**config.mk**
```make
export PLATFORM = sky130hd
export DESIGN_NAME = sem_sqrt
export DESIGN_NICKNAME = d
export VERILOG_FILES = /design/src/rtl/sem_pkg.sv /design/src/rtl/sem_sqrt.sv
export SDC_FILE = /design/constraint.sdc
export NUM_CORES = 1
export LEC_CHECK = 0
export BUFFER_PORTS_ARGS = -buffer_cell sky130_fd_sc_hd__buf_4
export CORE_MARGIN = 4
export CORE_UTILIZATION = 54
export DETAILED_ROUTE_END_ITERATION = 10
export PLACE_DENSITY = 0.78
export SETUP_SLACK_MARGIN = 0.2
export SYNTH_ARGS = -nofsm -noshare
export SYNTH_HDL_FRONTEND = slang
export SYNTH_SLANG_ARGS = --single-unit
```
**constraint.sdc**
```tcl
create_clock -name clk -period 5.4 [get_ports clk]
set_clock_uncertainty 0.2 [all_clocks]
set_input_delay 0.54 -clock clk [delete_from_list [all_inputs] [get_ports clk]]
set_output_delay 0.54 -clock clk [all_outputs]
set_load 0.02 [all_outputs]
```
**src/rtl/sem_pkg.sv**
```systemverilog
`timescale 1ns / 1ps

package sem_pkg;

    // channel sum of one pixel, 0..765
    typedef logic [9:0] sum_t;

    // absolute gradient, 0..3060
    typedef logic [11:0] grad_t;

    // gx*gx + gy*gy
    typedef logic [24:0] sq_t;

    localparam int DEFAULT_MAX_WIDTH = 2048;

    localparam int CFG_INDEX_W = 1;
    localparam int CFG_DATA_W  = 13;

    localparam logic [CFG_INDEX_W-1:0] CFG_FRAME_WIDTH  = 1'b0;
    localparam logic [CFG_INDEX_W-1:0] CFG_FRAME_HEIGHT = 1'b1;

    localparam int WIDTH_RESET  = 640;
    localparam int HEIGHT_RESET = 480;
    localparam int HEIGHT_LIMIT = 4096;

endpackage

```
**src/rtl/sem_sqrt.sv**
```systemverilog
`timescale 1ns / 1ps

// Bit-serial integer square root, one result bit per cycle, saturating at 255.
module sem_sqrt import sem_pkg::*;
(
    input  logic       clk,
    input  logic       rst_n,
    input  logic       start,
    input  sq_t        operand,
    output logic       busy,
    output logic       done,
    output logic [7:0] root
);

    logic        busy_reg;
    logic        done_reg;
    logic        sat_reg;
    logic [15:0] s_reg;
    logic [7:0]  root_reg;
    logic [7:0]  bit_reg;
    logic [7:0]  trial;
    logic [15:0] trial_sq;

    assign trial    = root_reg | bit_reg;
    assign trial_sq = 16'(trial) * 16'(trial);

    always_ff @(posedge clk or negedge rst_n)
    begin
        if (!rst_n)
        begin
            busy_reg <= 1'b0;
            done_reg <= 1'b0;
        end
        else
        begin
            done_reg <= 1'b0;
            if (start)
            begin
                busy_reg <= 1'b1;
            end
            else if (busy_reg && (sat_reg || bit_reg[0]))
            begin
                busy_reg <= 1'b0;
                done_reg <= 1'b1;
            end
        end
    end

    always_ff @(posedge clk)
    begin
        if (start)
        begin
            s_reg    <= operand[15:0];
            sat_reg  <= |operand[24:16];
            root_reg <= 8'd0;
            bit_reg  <= 8'h80;
        end
        else if (busy_reg)
        begin
            if (sat_reg)
            begin
                root_reg <= 8'hFF;
            end
            else
            begin
                if (trial_sq <= s_reg)
                begin
                    root_reg <= trial;
                end
                bit_reg <= bit_reg >> 1;
            end
        end
    end

    assign busy = busy_reg;
    assign done = done_reg;
    assign root = root_reg;

endmodule

```
==> impl_metrics.json <==
{
  "status": "completed",
  "place_inst": 466,
  "ys.flop_type": "edfxtp_1",
  "setup_viol": 0,
  "crit_slowest_cell": "fa_1",
  "syn_area_um2": 3197,
  "dp_hpwl_mm": 5.741,
  "netlist_top_cells_area": "ha_1 (17%), edfxtp_1 (16%), fa_1 (16%)",
  "p_leak_nw": 1.931,
  "fillCellCount": 430,
  "fin_hold_ws_ns": 0.2270,
  "die-area_um2": 7215,
  "synth.distinct_cells": 42,
  "synth_nets": 448,
  "hold_violations": 0,
  "grt_overflow_total": 0,
  "nets": 514,
  "cts_buffers": 5,
  "reg2regPathDepth": 23,
  "grt_pass1_vias": 2768,
  "synth_top_area_share_pct": 16.83,
  "detail_route.wl_per_cell_um": 15.06,
  "hold_path_class": "primary input to flip-flop",
  "fp.dieH_um": 84.94,
  "crit_path_start_kind": "flip-flop",
  "place_congestion": 0.9313,
  "p_switching_mw": 0.9093,
  "io_pins": 38,
  "core_area_um2": 5608,
  "rsz0062_at_grt": "true",
  "fin_crit_ns": 5.360,
  "clk_path_buf_depth": 2,
  "synth.most_common_cell": "inv_1",
  "area_growth_pct": 27.55,
  "drc": 0,
  "use_met2_pct": 37.78,
  "largest_register_ffs": 16,
  "synth-async-reset-ratio_pct": 5.714,
  "antenna_found_initial": 0,
  "vdd_drop_max_v": 0.0003385,
  "grt_max_degree": 36,
  "tightest_slew_ns": 0.5041,
  "grtUsageMet3_pct": 2.427,
  "syn_avg_cell_area_um2": 9.082,
  "arrival_ns": 5.32,
  "path_cells": "nor2_4 > inv_2 > o21ai_2 > inv_2 > fa_1 > fa_1 > inv_1 > fa_1 > fa_1 > inv_2 > ha_4 > nand3_4 > o31ai_4 > a21oi_4 > or4b_1 > nand3_1 > ha_1 > a21oi_1 > o21ai_0 > a21oi_2 > a211oi_2 > buf_4 > o22ai_1",
  "cts_htree_levels": 2,
  "intPower_mw": 1.075,
  "grtUsageTotal_pct": 21.21,
  "final_antenna_net_count": 0,
  "synth_edf_count": 17,
  "power_frac_clock_pct": 9.2,
  "whs_path_depth": 1,
  "io_buffers": 37,
  "use_met1_pct": 27.38,
  "synthCells": 352,
  "numClockSinks": 35,
  "initial_core_util_pct": 57.01,
  "grt_pass1_wl_mm": 12.46,
  "clk_latency_ns": 0.28,
  "yosysSeqAreaShare_pct": 27.55,
  "clk_pin_slew_ns": 0.07,
  "timing.critical_path.mode_cell": "fa_1",
  "die_w_um": 84.94,
  "drive_above_1_share_pct": 29.59,
  "worstPathMaxFanout": 8,
  "slew_viol_final": 0,
  "first_iter_violations": 233,
  "end_kind": "flip-flop",
  "drt_first_pass_iters": 5,
  "critical_path_class": "flip-flop to flip-flop",
  "tritoncts": "built",
  "comb_power_share_pct": 73.7,
  "slowest_delay_ns": 0.50,
  "wl_mm": 7.394,
  "layout.cells.non_filler": 491,
  "swShare_pct": 45.83,
  "cts_root_buf": "clkbuf_8",
  "power-per-cell-area_nw_per_um2": 486.6,
  "vias_per_cell": 5.403,
  "slew_headroom_pct": 66.40,
  "antenna-diode-count": 0,
  "yosys_warnings": 0,
  "synth_common_cells": "inv_1 (69), ha_1 (43), nor2_1 (41)",
  "fmax_mhz": 186.6,
  "fin_crit_sh_pct": 99.27,
  "floorplan.rows": 27,
  "p_seq_share_pct": 17.1,
  "ys_seq_elements": 35,
  "busiest_layer": "met2",
  "cap_violations": 0,
  "required_ns": 5.36,
  "synth_top_cell_by_area": "ha_1",
  "vias": 2653
}
## through the flow
| step | setup TNS (ns) | cell area (um2) | total power [mW] | setup WS (ns) | util, % |
|---|---|---|---|---|---|
| 2_1_floorplan | 0 | 3334 | 1.294 | 0.2091 | - |
| 6_report | 0 | 4078 | 1.984 | 0.03955 | 72.71 |
| 4_1_cts | 0 | 4008 | 1.929 | 0.1132 | 71.46 |
| 3_5_place_dp | -0.3950 | 3761 | 1.602 | -0.05748 | 67.07 |
| 5_1_grt | -1.313 | 4078 | 2.167 | -0.1701 | 72.71 |
| 3_3_place_gp | 0 | 3761 | 1.552 | 0.01754 | 67.07 |
## placed cells by master, fill, tap and decap left out, drive strengths merged, types with 12 or more instances in the layout
cell    synthesis  final
o21ai          16     16
inv            70     70
o22ai          12     12
a21oi          22     22
buf             0     64
dfxtp          16     16
nor2           41     41
fa             25     25
edfxtp         17     17
nand2          20     20
ha             43     43
## layout make-up
class                           count  area (um2)  area share [%]
Sequential cell                    35       913.4           22.40
Clock inverter                      1       5.005          0.1227
Inverter                           70       262.8           6.444
Tap cell                           72       90.09           2.209
Clock buffer                        7       76.32           1.872
Timing Repair Buffer               65       490.5           12.03
Multi-Input combinational cell    241        2240           54.92
## worst max-delay path: cells and delay by family (launching register included)
kind / cells / cell delay, ns
buffers and inverters: 5 / 0.45
adder cells (fa/ha/maj): 6 / 2.33
flip-flops: 1 / 0.35
AND/OR/NAND/NOR: 4 / 0.83
AO/OA/AOI/OAI: 8 / 1.08
## routing by layer
layer	vias up	routed length (um)
met1	1247	3094
met4	0	71
met2	90	3819
met5	-	0
li1	1305	-
met3	11	409
## cell families after synthesis
logic type / Yosys count / synth area share (%)
xor gates and xnor gates: 15 / 4.110
AOI/OAI and AO/OA: 70 / 14.33
DFF: 35 / 27.55
buffers and inverters: 76 / 8.963
and+or+nand+nor: 88 / 12.56
adders and majority gates: 68 / 32.49
## timing repair
action,4_1_cts,5_1_grt
hold buffers,1,0
gates resized for setup,24,7
hold endpoints to repair,2,0
cloned,0,0
setup buffers,11,5
pin swaps,17,7
setup endpoints to repair,8,8
## path summary, 6_finish.rpt
path	from	endpoint	slack (ns)
max in group asynchronous	rst_n	busy	4.55
hold / removal	operand[5]	s_reg[5]	0.23
setup / recovery	root[3]	root[0]	0.04
hold reg to reg	bit_reg[3]	bit_reg[3]	0.30
setup reg to reg	root[3]	root[0]	0.04
min in group asynchronous	rst_n	done	0.36
## power by group through the flow
| stage | Clock, mW | Sequential, mW | Combinational, mW |
|---|---|---|---|
| floorplan | 0 | 0.355 | 0.939 |
| global placement | 0 | 0.343 | 1.21 |
| detailed placement | 0 | 0.344 | 1.26 |
| CTS | 0.187 | 0.340 | 1.40 |
| finish | 0.183 | 0.339 | 1.46 |
| global route | 0.202 | 0.343 | 1.62 |
Note: power is estimated with default switching activity, not from simulation.
